`src/hdl/gpwsm_pkg.sv`:
```
// Shared types, constants and the Beaufort lookup for the pulse wind speed meter.
`default_nettype none

package gpwsm_pkg;

	localparam int PROD_W    = 50;
	localparam int DEN_W     = 48;
	localparam int QUO_W     = 18;
	localparam int SPEED_W   = 16;
	localparam int CONV_W    = 18;
	localparam int STEP_W    = 5;
	localparam int BFT_N     = 11;
	localparam int KMH_SHIFT = 19;
	localparam int MPH_SHIFT = 28;

	localparam logic [STEP_W-1:0] SPD_STEPS_M1 = 5'd15;

	localparam logic [17:0] NUM_SCALE = 18'd1000;

	// floor(speed*3.6) and floor(speed*2.23694) as multiply and shift, exact for 16-bit speeds
	localparam logic [31:0] KMH_RECIP = 32'd1887437;    // ceil(3.6 * 2^19)
	localparam logic [31:0] MPH_RECIP = 32'd600474009;  // ceil(2.23694 * 2^28)

	localparam logic [SPEED_W-1:0] SPEED_MAX = 16'hFFFF;

	localparam logic REG_CAL = 1'b0;
	localparam logic REG_WIN = 1'b1;

	localparam logic [CONV_W-1:0] BFT_THRESH [BFT_N] = '{
		18'd256, 18'd1280, 18'd3072, 18'd5120, 18'd7424, 18'd9984,
		18'd12800, 18'd15872, 18'd19200, 18'd22784, 18'd26368
	};

	typedef enum logic [1:0] {
		CMD_PULSE = 2'd0,
		CMD_CALC  = 2'd1,
		CMD_RESET = 2'd2
	} cmd_t;

	typedef enum logic [3:0] {
		ST_IDLE,
		ST_MUL_DEN,
		ST_MUL_NUM,
		ST_CHECK,
		ST_DIV_SPD,
		ST_SPD_WB,
		ST_MUL_KMH,
		ST_KMH_WB,
		ST_MPH_WB,
		ST_DONE
	} st_t;

	typedef enum logic [1:0] {
		MUL_DEN,
		MUL_NUM,
		MUL_KMH,
		MUL_MPH
	} mul_sel_t;

	typedef enum logic [1:0] {
		DP_IDLE,
		DP_LOAD_DEN,
		DP_LOAD_NUM,
		DP_STEP
	} dp_op_t;

	typedef struct packed {
		mul_sel_t mul_sel;
		dp_op_t   op;
	} dp_ctrl_t;

	typedef struct packed {
		logic              num_ge_den;
		logic [QUO_W-1:0]  quo;
		logic [CONV_W-1:0] kmh;
		logic [CONV_W-1:0] mph;
	} dp_stat_t;

	// thresholds rise monotonically, so the class is the number passed
	function automatic logic [3:0] beaufort_of(input logic [CONV_W-1:0] kmh);
		logic [3:0] cls;
		cls = '0;
		for (int i = 0; i < BFT_N; i++) begin
			if (kmh >= BFT_THRESH[i]) begin
				cls = cls + 4'd1;
			end
		end
		return cls;
	endfunction

endpackage

`default_nettype wire

```
`src/hdl/gpwsm_dp.sv`:
```
// Shared multiplier and restoring divide step used by the speed sequencer.
`default_nettype none

module gpwsm_dp
	import gpwsm_pkg::*;
(
	input  wire logic                clk,
	input  wire logic                arst_n,
	input  wire dp_ctrl_t            ctrl,
	input  wire logic [31:0]         elapsed,
	input  wire logic [15:0]         cal,
	input  wire logic [31:0]         count,
	input  wire logic [SPEED_W-1:0]  speed,
	output dp_stat_t                 stat
);

	logic [31:0]       mul_a;
	logic [17:0]       mul_b;
	logic [PROD_W-1:0] prod_q;
	logic [DEN_W-1:0]  rem_q;
	logic [DEN_W-1:0]  dvs_q;
	logic [QUO_W-1:0]  quo_q;
	logic [DEN_W:0]    sub_a;
	logic [DEN_W+1:0]  diff;
	logic              ge;

	always_comb begin
		case (ctrl.mul_sel)
			MUL_DEN: begin
				mul_a = elapsed;
				mul_b = 18'(cal);
			end
			MUL_NUM: begin
				mul_a = count;
				mul_b = NUM_SCALE;
			end
			MUL_KMH: begin
				mul_a = KMH_RECIP;
				mul_b = 18'(speed);
			end
			MUL_MPH: begin
				mul_a = MPH_RECIP;
				mul_b = 18'(speed);
			end
			default: begin
				mul_a = elapsed;
				mul_b = 18'(cal);
			end
		endcase
	end

	always_ff @(posedge clk) begin
		prod_q <= PROD_W'(mul_a) * PROD_W'(mul_b);
	end

	// one subtractor: saturation compare on load, trial subtract on each step
	assign sub_a = (ctrl.op == DP_LOAD_NUM) ? {1'b0, prod_q[DEN_W-1:0]}
	                                       : {rem_q, 1'b0};
	assign diff  = {1'b0, sub_a} - {2'b00, dvs_q};
	assign ge    = ~diff[DEN_W+1];

	always_ff @(posedge clk) begin
		case (ctrl.op)
			DP_LOAD_DEN: begin
				dvs_q <= prod_q[DEN_W-1:0];
			end
			DP_LOAD_NUM: begin
				rem_q <= prod_q[DEN_W-1:0];
				quo_q <= '0;
			end
			DP_STEP: begin
				if (ge) begin
					rem_q <= diff[DEN_W-1:0];
				end else begin
					rem_q <= sub_a[DEN_W-1:0];
				end
				quo_q <= {quo_q[QUO_W-2:0], ge};
			end
			default: begin
			end
		endcase
	end

	assign stat.num_ge_den = ge;
	assign stat.quo        = quo_q;
	assign stat.kmh        = prod_q[KMH_SHIFT+CONV_W-1:KMH_SHIFT];
	assign stat.mph        = prod_q[MPH_SHIFT+CONV_W-1:MPH_SHIFT];

	a_rem_below: assert property (@(posedge clk) disable iff (!arst_n)
		ctrl.op == DP_STEP |-> rem_q < dvs_q)
		else $error("remainder not below divisor during divide step");

	a_kmh_fits: assert property (@(posedge clk) disable iff (!arst_n)
		ctrl.mul_sel == MUL_KMH |=> prod_q[PROD_W-1:KMH_SHIFT+CONV_W] == '0)
		else $error("km/h product wider than expected");

	a_mph_fits: assert property (@(posedge clk) disable iff (!arst_n)
		ctrl.mul_sel == MUL_MPH |=> prod_q[PROD_W-1:MPH_SHIFT+CONV_W] == '0)
		else $error("mph product wider than expected");

endmodule

`default_nettype wire

```
`src/hdl/gated_pulse_wind_speed_meter.sv`:
```
// Top level of the gated pulse wind speed meter: stream ports, registers, sequencer.
// Each input beat carries a command in s_tuser (pulse edge, calculate, reset count and window)
// and the millisecond time in s_tdata. A pulse edge, a reset, an unknown command and a calculate
// that comes before the window has run are all handled without the sequencer and give their result beat on
// the next edge. A calculate that closes the window starts the speed sequence on one 32x18
// multiplier and one 49-bit restoring divide step: two products form the divisor and the
// scaled count, a compare catches saturation and an empty count, 16 divide steps give the
// speed quotient, and km/h and mph come from two more products by fixed reciprocals. The divide
// steps are skipped when the speed saturates or no pulses were counted; s_tready stays low
// throughout the sequence. A result beat that waits unaccepted also holds
// s_tready low, except in the cycle in which it is taken.
// The Beaufort class follows from the km/h value against fixed thresholds.
`default_nettype none

module gated_pulse_wind_speed_meter
	import gpwsm_pkg::*;
#(
	parameter int COUNT_BITS = 24
) (
	input  wire logic        clk,
	input  wire logic        arst_n,
	// input stream
	input  wire logic        s_tvalid,
	output logic             s_tready,
	input  wire logic [31:0] s_tdata,   // [31:0] time_ms
	input  wire logic [1:0]  s_tuser,   // [1:0] command
	// result stream
	output logic             m_tvalid,
	input  wire logic        m_tready,
	output logic [79:0]      m_tdata,   // [15:0] speed_ms_q8, [33:16] speed_kmh_q8,
	                                    // [51:34] speed_mph_q8, [55:52] beaufort_class,
	                                    // [79:56] pulse_total
	output logic             m_tuser,   // [0] updated
	// configuration
	input  wire logic        psel,
	input  wire logic        penable,
	input  wire logic        pwrite,
	input  wire logic [2:0]  paddr,
	input  wire logic [31:0] pwdata,
	output logic [31:0]      prdata,
	output logic             pready
);

	st_t                    state_q, state_d;
	logic [STEP_W-1:0]      step_q;
	logic [COUNT_BITS-1:0]  pulse_cnt_q;
	logic [COUNT_BITS-1:0]  cnt_inc;
	logic [COUNT_BITS-1:0]  cnt_after;
	logic [31:0]            count_ext;
	logic [31:0]            start_q;
	logic [31:0]            now_q;
	logic [31:0]            elapsed_q;
	logic [31:0]            elapsed_w;
	logic [SPEED_W-1:0]     speed_q;
	logic [CONV_W-1:0]      kmh_q;
	logic [CONV_W-1:0]      mph_q;
	logic [15:0]            cal_q;
	logic [15:0]            win_q;
	logic                   m_valid_q;
	logic [79:0]            out_data_q;
	logic                   out_upd_q;
	logic                   out_free;
	logic                   in_fire;
	logic                   calc_due;
	logic                   imm_load;
	logic                   done_fire;
	logic                   cnt_zero;
	logic                   cfg_wr;
	logic [3:0]             cls_now;
	dp_ctrl_t               dp_ctrl;
	dp_stat_t               dp_stat;

	assign out_free  = ~m_valid_q | m_tready;
	assign in_fire   = s_tvalid & s_tready;
	assign elapsed_w = s_tdata - start_q;
	assign calc_due  = elapsed_w >= 32'(win_q);
	assign imm_load  = in_fire & ~((s_tuser == CMD_CALC) & calc_due);
	assign cnt_zero  = pulse_cnt_q == '0;
	assign cnt_inc   = (pulse_cnt_q == {COUNT_BITS{1'b1}}) ? pulse_cnt_q
	                                                        : pulse_cnt_q + COUNT_BITS'(1);
	assign count_ext = 32'(cnt_after);
	assign cls_now   = beaufort_of(kmh_q);

	always_comb begin
		case (s_tuser)
			CMD_PULSE: cnt_after = cnt_inc;
			CMD_RESET: cnt_after = '0;
			default:   cnt_after = pulse_cnt_q;
		endcase
	end

	// next state
	always_comb begin
		state_d = state_q;
		case (state_q)
			ST_IDLE: begin
				if (in_fire && s_tuser == CMD_CALC && calc_due) begin
					state_d = ST_MUL_DEN;
				end
			end
			ST_MUL_DEN: state_d = ST_MUL_NUM;
			ST_MUL_NUM: state_d = ST_CHECK;
			ST_CHECK: begin
				if (cnt_zero || dp_stat.num_ge_den) begin
					state_d = ST_MUL_KMH;
				end else begin
					state_d = ST_DIV_SPD;
				end
			end
			ST_DIV_SPD: begin
				if (step_q == '0) begin
					state_d = ST_SPD_WB;
				end
			end
			ST_SPD_WB:  state_d = ST_MUL_KMH;
			ST_MUL_KMH: state_d = ST_KMH_WB;
			ST_KMH_WB:  state_d = ST_MPH_WB;
			ST_MPH_WB:  state_d = ST_DONE;
			ST_DONE: begin
				if (out_free) begin
					state_d = ST_IDLE;
				end
			end
			default: state_d = ST_IDLE;
		endcase
	end

	// sequencer outputs
	always_comb begin
		s_tready        = 1'b0;
		done_fire       = 1'b0;
		dp_ctrl.mul_sel = MUL_DEN;
		dp_ctrl.op      = DP_IDLE;
		case (state_q)
			ST_IDLE:    s_tready = out_free;
			ST_MUL_DEN: dp_ctrl.mul_sel = MUL_DEN;
			ST_MUL_NUM: begin
				dp_ctrl.mul_sel = MUL_NUM;
				dp_ctrl.op      = DP_LOAD_DEN;
			end
			ST_CHECK:   dp_ctrl.op = DP_LOAD_NUM;
			ST_DIV_SPD: dp_ctrl.op = DP_STEP;
			ST_MUL_KMH: dp_ctrl.mul_sel = MUL_KMH;
			ST_KMH_WB:  dp_ctrl.mul_sel = MUL_MPH;
			ST_DONE:    done_fire = out_free;
			default: begin
			end
		endcase
	end

	gpwsm_dp u_dp (
		.clk     (clk),
		.arst_n  (arst_n),
		.ctrl    (dp_ctrl),
		.elapsed (elapsed_q),
		.cal     (cal_q),
		.count   (32'(pulse_cnt_q)),
		.speed   (speed_q),
		.stat    (dp_stat)
	);

	always_ff @(posedge clk or negedge arst_n) begin
		if (!arst_n) begin
			state_q <= ST_IDLE;
		end else begin
			state_q <= state_d;
		end
	end

	always_ff @(posedge clk or negedge arst_n) begin
		if (!arst_n) begin
			step_q <= '0;
		end else begin
			case (state_q)
				ST_CHECK:   step_q <= SPD_STEPS_M1;
				ST_DIV_SPD: step_q <= step_q - STEP_W'(1);
				default: begin
				end
			endcase
		end
	end

	always_ff @(posedge clk or negedge arst_n) begin
		if (!arst_n) begin
			pulse_cnt_q <= '0;
			start_q     <= '0;
		end else if (done_fire) begin
			pulse_cnt_q <= '0;
			start_q     <= now_q;
		end else if (in_fire) begin
			pulse_cnt_q <= cnt_after;
			if (s_tuser == CMD_RESET) begin
				start_q <= s_tdata;
			end
		end
	end

	always_ff @(posedge clk) begin
		if (in_fire && s_tuser == CMD_CALC && calc_due) begin
			now_q     <= s_tdata;
			elapsed_q <= elapsed_w;
		end
	end

	always_ff @(posedge clk or negedge arst_n) begin
		if (!arst_n) begin
			speed_q <= '0;
			kmh_q   <= '0;
			mph_q   <= '0;
		end else begin
			case (state_q)
				ST_CHECK: begin
					if (cnt_zero) begin
						speed_q <= '0;
					end else if (dp_stat.num_ge_den) begin
						speed_q <= SPEED_MAX;
					end
				end
				ST_SPD_WB: speed_q <= dp_stat.quo[SPEED_W-1:0];
				ST_KMH_WB: kmh_q   <= dp_stat.kmh;
				ST_MPH_WB: mph_q   <= dp_stat.mph;
				default: begin
				end
			endcase
		end
	end

	// configuration
	assign cfg_wr = psel & penable & pwrite & pready;
	assign pready = 1'b1;
	assign prdata = (paddr[2] == REG_WIN) ? 32'(win_q) : 32'(cal_q);

	always_ff @(posedge clk or negedge arst_n) begin
		if (!arst_n) begin
			cal_q <= 16'd256;
			win_q <= 16'd1000;
		end else if (cfg_wr) begin
			if (paddr[2] == REG_CAL) begin
				cal_q <= pwdata[15:0];
			end else begin
				win_q <= pwdata[15:0];
			end
		end
	end

	// result register
	always_ff @(posedge clk or negedge arst_n) begin
		if (!arst_n) begin
			m_valid_q <= 1'b0;
		end else if (imm_load || done_fire) begin
			m_valid_q <= 1'b1;
		end else if (m_tready) begin
			m_valid_q <= 1'b0;
		end
	end

	always_ff @(posedge clk) begin
		if (imm_load) begin
			out_data_q <= {count_ext[23:0], cls_now, mph_q, kmh_q, speed_q};
			out_upd_q  <= 1'b0;
		end else if (done_fire) begin
			out_data_q <= {24'd0, cls_now, mph_q, kmh_q, speed_q};
			out_upd_q  <= 1'b1;
		end
	end

	assign m_tvalid = m_valid_q;
	assign m_tdata  = out_data_q;
	assign m_tuser  = out_upd_q;

	a_quo_fits: assert property (@(posedge clk) disable iff (!arst_n)
		state_q == ST_SPD_WB |-> dp_stat.quo[QUO_W-1:SPEED_W] == '0)
		else $error("speed quotient exceeds 16 bits after saturation check");

	a_conv_order: assert property (@(posedge clk) disable iff (!arst_n)
		state_q == ST_IDLE |-> mph_q <= kmh_q)
		else $error("mph value above km/h value");

	a_upd_clears: assert property (@(posedge clk) disable iff (!arst_n)
		m_tvalid && m_tuser |-> m_tdata[79:56] == '0)
		else $error("updated result carries a nonzero pulse count");

endmodule

`default_nettype wire
```
`config.mk`:
```
export PLATFORM = sky130hd
export DESIGN_NAME = gated_pulse_wind_speed_meter
export DESIGN_NICKNAME = d
export VERILOG_FILES = /design/src/hdl/gpwsm_pkg.sv /design/src/hdl/gpwsm_dp.sv /design/src/hdl/gated_pulse_wind_speed_meter.sv
export SDC_FILE = /design/constraint.sdc
export NUM_CORES = 2
export LEC_CHECK = 0
export BUFFER_PORTS_ARGS = -buffer_cell sky130_fd_sc_hd__buf_2
export CORE_UTILIZATION = 45
export CTS_CLUSTER_SIZE = 28
export DETAILED_ROUTE_END_ITERATION = 7
export GPL_ROUTABILITY_DRIVEN = 0
export PLACE_DENSITY = 0.6
export SYNTH_ARGS = -nofsm -noshare
export SYNTH_HDL_FRONTEND = slang
export SYNTH_HIERARCHICAL = 1
export SYNTH_SLANG_ARGS = --single-unit
```
`constraint.sdc`:
```
create_clock -name clk -period 13.9 [get_ports clk]
set_input_delay 0.695 -clock clk [delete_from_list [all_inputs] [get_ports clk]]
set_output_delay 0.695 -clock clk [all_outputs]
set_load 0.03 [all_outputs]
```
# ---- After elaboration in Yosys (flattened, before gate mapping)
# Index checks and enable logic that the tools add are counted.
dict set report word_totals {
  reg_bits 455
  in_bits 76
}
dict set report classes {
  bitwise 10
  n_reduce_logical 22
  mul 1
  order_cmp 12
  muxes 42
  eq_ne 22
  add_sub_neg 14
}
# operator count
set ops {}
lappend ops {{two-way mux 80 bit} 2}
lappend ops {{case mux 32 bit (4 select lines)} 1}
lappend ops {{two-way mux 32 bit} 3}
lappend ops {{case mux 48 bit (2 select lines)} 1}
lappend ops {{two-way mux 24 bit} 3}
lappend ops {{case mux 16 bit (2 select lines)} 2}
lappend ops {{>= comparator 18 x 14 -> 1 bit, second input constant} 3}
lappend ops {{>= comparator 18 x 15 -> 1 bit, second input constant} 3}
lappend ops {{case mux 18 bit (3 select lines)} 1}
lappend ops {{two-way mux 4 bit} 13}
lappend ops {{subtractor 49 x 48 -> 50 bit} 1}
lappend ops {{two-way mux 49 bit} 1}
lappend ops {{multiplier 32 x 18 -> 48 bit} 1}
lappend ops {{two-way mux 16 bit} 3}
lappend ops {{two-way mux 48 bit} 1}
lappend ops {{case mux 24 bit (2 select lines)} 1}
lappend ops {{adder 4 x 1 -> 4 bit, second input constant} 10}
lappend ops {{case mux 4 bit (10 select lines)} 1}
lappend ops {{>= comparator 18 x 13 -> 1 bit, second input constant} 2}
lappend ops {{>= comparator 32 x 16 -> 1 bit} 1}
lappend ops {{subtractor 32 bit} 1}
lappend ops {{adder 24 x 1 -> 24 bit, second input constant} 1}
lappend ops {{== test 24 bit, second input constant} 1}
lappend ops {{zero test 24 bit} 1}
lappend ops {{28 further kinds} 65}

# ---- Logic depth before layout (Yosys ltp)
dict set report logic_depth {
  depth_word 24
  ltp_mapped 32
}

# ---- Cells and area by module
# Netlist, hierarchy kept.
# mod cells_per_inst area_per_inst_um2 instances
set by_module_without_submodules {}
lappend by_module_without_submodules {gpwsm_dp 2980 26130.1 1}
lappend by_module_without_submodules {gated_pulse_wind_speed_meter 1331 14875.5 1}

# ---- Worst setup path after synthesis
# No wires, ideal clock.
dict set report synth_path {
  kind {input port to flip-flop}
  from {input s_tdata[0]}
  to {register out_data_q[0] (netlist: m_tdata[0]) (enable)}
  path_slack_ps 3360
  arrival_time_ps 9911
  required_ps 13271
  path_stages 22
  setup_ps 629
  cell_sequence {inv_1 ha_1 inv_1 fa_1 a21o_1 a21oi_2 o21ai_1 inv_1 a21oi_1 a21oi_1 nor2b_1 nor2_1 xnor2_1 ha_1 a21o_1 a21oi_1 o221ai_1 nor4_1 nand4_1 or4b_1 o41a_1 o21ai_0}
}
dict set report synth_between {
  elab_chain_len 6
}
# element line
set synth_rtl {}
lappend synth_rtl {{start, declared} gated_pulse_wind_speed_meter.sv:25} ;# input wire logic [31:0] s_tdata,
lappend synth_rtl {{subtractor 32 bit} gated_pulse_wind_speed_meter.sv:75} ;# assign elapsed_w = s_tdata - start_q;
lappend synth_rtl {{net elapsed_w[10]} gated_pulse_wind_speed_meter.sv:53} ;# logic [31:0] elapsed_w;
lappend synth_rtl {{>= comparator 32 x 16 -> 1 bit} gated_pulse_wind_speed_meter.sv:76} ;# assign calc_due = elapsed_w >= 32'(win_q);
lappend synth_rtl {{AND 1 bit} gated_pulse_wind_speed_meter.sv:77} ;# assign imm_load = in_fire & ~((s_tuser == CMD_CALC) & calc_due);
lappend synth_rtl {{NOT 1 bit} gated_pulse_wind_speed_meter.sv:77}
lappend synth_rtl {{AND 1 bit} gated_pulse_wind_speed_meter.sv:77}
lappend synth_rtl {{nonzero test 2 bit (no source line)} -}
lappend synth_rtl {{end signal, assigned} gated_pulse_wind_speed_meter.sv:259} ;# out_data_q <= {count_ext[23:0], cls_now, mph_q, kmh_q, speed_q};
lappend synth_rtl {{end signal, assigned} gated_pulse_wind_speed_meter.sv:262} ;# out_data_q <= {24'd0, cls_now, mph_q, kmh_q, speed_q};
lappend synth_rtl {{end, declared} gated_pulse_wind_speed_meter.sv:60} ;# logic [79:0] out_data_q;
# The timed path passes the listed nets, and every way through them passes these cells.
# A chain may end at the register's enable or synchronous reset.

==> metrics.log <==
INFO  metric run_status = complete, but fails checks
INFO  metric failed_checks = design-rule violations
INFO  metric route.layer.met1.wl = 48100 um
INFO  metric drv_slew = 0
INFO  metric number_of_global_route_vias_before_repair = ~31000
INFO  metric route.met2.wl = 54300 um
INFO  metric critical_path_class = flip-flop to flip-flop
INFO  metric fin_skew = 27.4 ps
INFO  metric area.sequential = 12400 um2
INFO  metric timing_worst_slew_pin_value = 1210 ps
INFO  metric antenna_found_initial = 1
INFO  metric post-cts-setup-buffer-count = 0
INFO  metric wl_per_cell = 20.3 um
INFO  metric min_path_type = input pin to async pin
INFO  metric cts_resized = 0
INFO  metric detail_route.iter0.violations = between 2000 and 2500
INFO  metric cp_max_fo = 51
INFO  metric design.final.nets = 5089
INFO  metric clk_path_buf_depth = 3
INFO  metric grt_pass1_wl = 177000 um
INFO  metric final.min_clock_period = around 10000 ps
INFO  metric report.final.hold_viol_count = 0
INFO  metric design.core.area = 90000 um2
INFO  metric dr.max_layer_used = met5
INFO  metric critical-path-max-stage-delay = 820 ps
INFO  metric area_of_the_die = 92200 um2
INFO  metric relSlewSlack = 0.191
INFO  metric cp_num_buf_inv = 4
INFO  metric path_common_cell = fa_1
INFO  metric multi_input_comb_area = 25100 um2
INFO  metric htree_levels = 2
INFO  metric cp-end-kind = flip-flop
INFO  metric number_of_nets_with_antenna_violations_after_detailed_routing = 0
INFO  metric cts.root.buffer_cell = clkbuf_16
INFO  metric fin_tns_setup = 0 ps
INFO  metric die_h = a little over 300 um
INFO  metric design.portCount = around 190
INFO  metric place_hpwl = 85800 um
INFO  metric post_synth_inst_count = 4307
INFO  metric cts_hold_repair.buffers = 0
INFO  metric drt_wl_total = 113000 um
INFO  metric grt_start_max_net_pins = 74
INFO  metric critPathRequiredTime = 14410 ps
INFO  metric nFillCells = 8483
INFO  metric final.period_utilization = 0.712
INFO  metric final_layout_size_suffix_gt1_frac = 0.115
INFO  metric clk_pin_slew = 60 ps
INFO  metric synth.cell_area = 40900 um2
INFO  metric worstSetupStartpointType = flip-flop
INFO  metric clock_insertion_delay_worst_skew = roughly 640 ps
INFO  metric critical-path-slowest-cell = nor2b_1
INFO  metric hold_slack = 23.7 ps
INFO  metric placementRows = 110
INFO  metric detailroute.via_count = 30200
INFO  metric synthToLayoutAreaGrowth = 8.46%
INFO  metric syn-mean-instance-area = around 9.5 um2
INFO  metric cts_tree = yes
INFO  metric setup_violations_final = 0
INFO  metric port_buffers = 156
INFO  metric rsz_0062_raised_after_global_routing = false
INFO  metric wl_met3 = 6570 um
INFO  metric route.detailed.vias_per_inst = roughly 5.4
INFO  metric grt-ovfl-total = 0
INFO  metric signal_arrival_time_at_the_worst_endpoint = 10410 ps
INFO  metric max_clock_freq = 101 MHz
INFO  metric groute.usage.overall = 0.246
INFO  metric critical_path.top_delay_family = adder cells
INFO  metric first_pass_iters = 8
INFO  metric cap_violations = 0
INFO  metric insertedDiodeCount = 0
INFO  metric initial_utilization = 0.455
INFO  metric drc = 2
INFO  metric ys_warn_count = 6
INFO  metric cts_made_buffers = 53
INFO  metric cts_sinks = between 400 and 500
INFO  metric floorplan.die.width = 304 um
[layout make-up]
class / instances / share of cell area
Multi-Input combinational cell: 2969 / 0.565
Clock buffer: 75 / 0.0338
Timing Repair Buffer: 203 / 0.0257
Inverter: 662 / 0.0560
Tap cell: 1176 / 0.0331
Clock inverter: 24 / 0.00597
Sequential cell: 455 / 0.280
[metal layers]
metal,global-route usage,up-vias
li1,-,14100
met1,0.321,15000
met2,0.420,879
met3,0.0354,200
met4,0.0863,2
met5,0,-
[path summary, 6_finish.rpt]
kind	start	end	slack, ps	cells after the start
setup / recovery	state_q[0]	u_dp/prod_q[46]	4000	26
hold / removal	arst_n	mph_q[4]	20	1
setup reg to reg	state_q[0]	u_dp/prod_q[46]	4000	26
hold reg to reg	kmh_q[3]	m_tdata[19]	430	0
max in group asynchronous	arst_n	start_q[24]	11910	3
min in group clk	s_tdata[0]	now_q[0]	260	1
[flip-flops by register name (all words and copies together), names as in the netlist]
signal	count
win_q	16
start_q	32
u_dp/prod_q	48
elapsed_q	32
u_dp/dvs_q	48
m_tuser	1
pulse_cnt_q	24
cal_q	16
u_dp/rem_q	48
u_dp/quo_q	16
mph_q	18
m_tvalid	1
kmh_q	18
speed_q	16
m_tdata	80
step_q	5
now_q	32
state_q	4
[through the flow]
| step | util | cells | instance area, um2 | setup WS, ps |
|---|---|---|---|---|
| floorplan | - | 4330 | 41000 | 3360 |
| global placement | 0.474 | 5465 | 42600 | 4220 |
| detailed placement | 0.474 | 5465 | 42600 | 4190 |
| CTS | 0.493 | 5564 | 44400 | 4090 |
| global route | 0.493 | 5564 | 44400 | 3520 |
| finish | 0.493 | 5564 | 44400 | 4000 |
[cell usage in the layout, fill, tap and decap left out, types with 47 or more instances in the layout]
master     count
dfxtp_1       49
a21oi_1      188
ha_1         246
buf_4         47
xor2_1        64
buf_2        155
edfxtp_1     256
xnor2_1      101
nor2_1       457
nand3_1       53
nand2_1      522
mux2i_1       54
clkbuf_16     55
o21ai_0       86
mux2_2       136
fa_1         423
a21o_1        89
dfrtp_1      143
inv_1        658
Power is not shown: default switching activity piles up to over one toggle a cycle in this logic, so the estimate is an artifact.
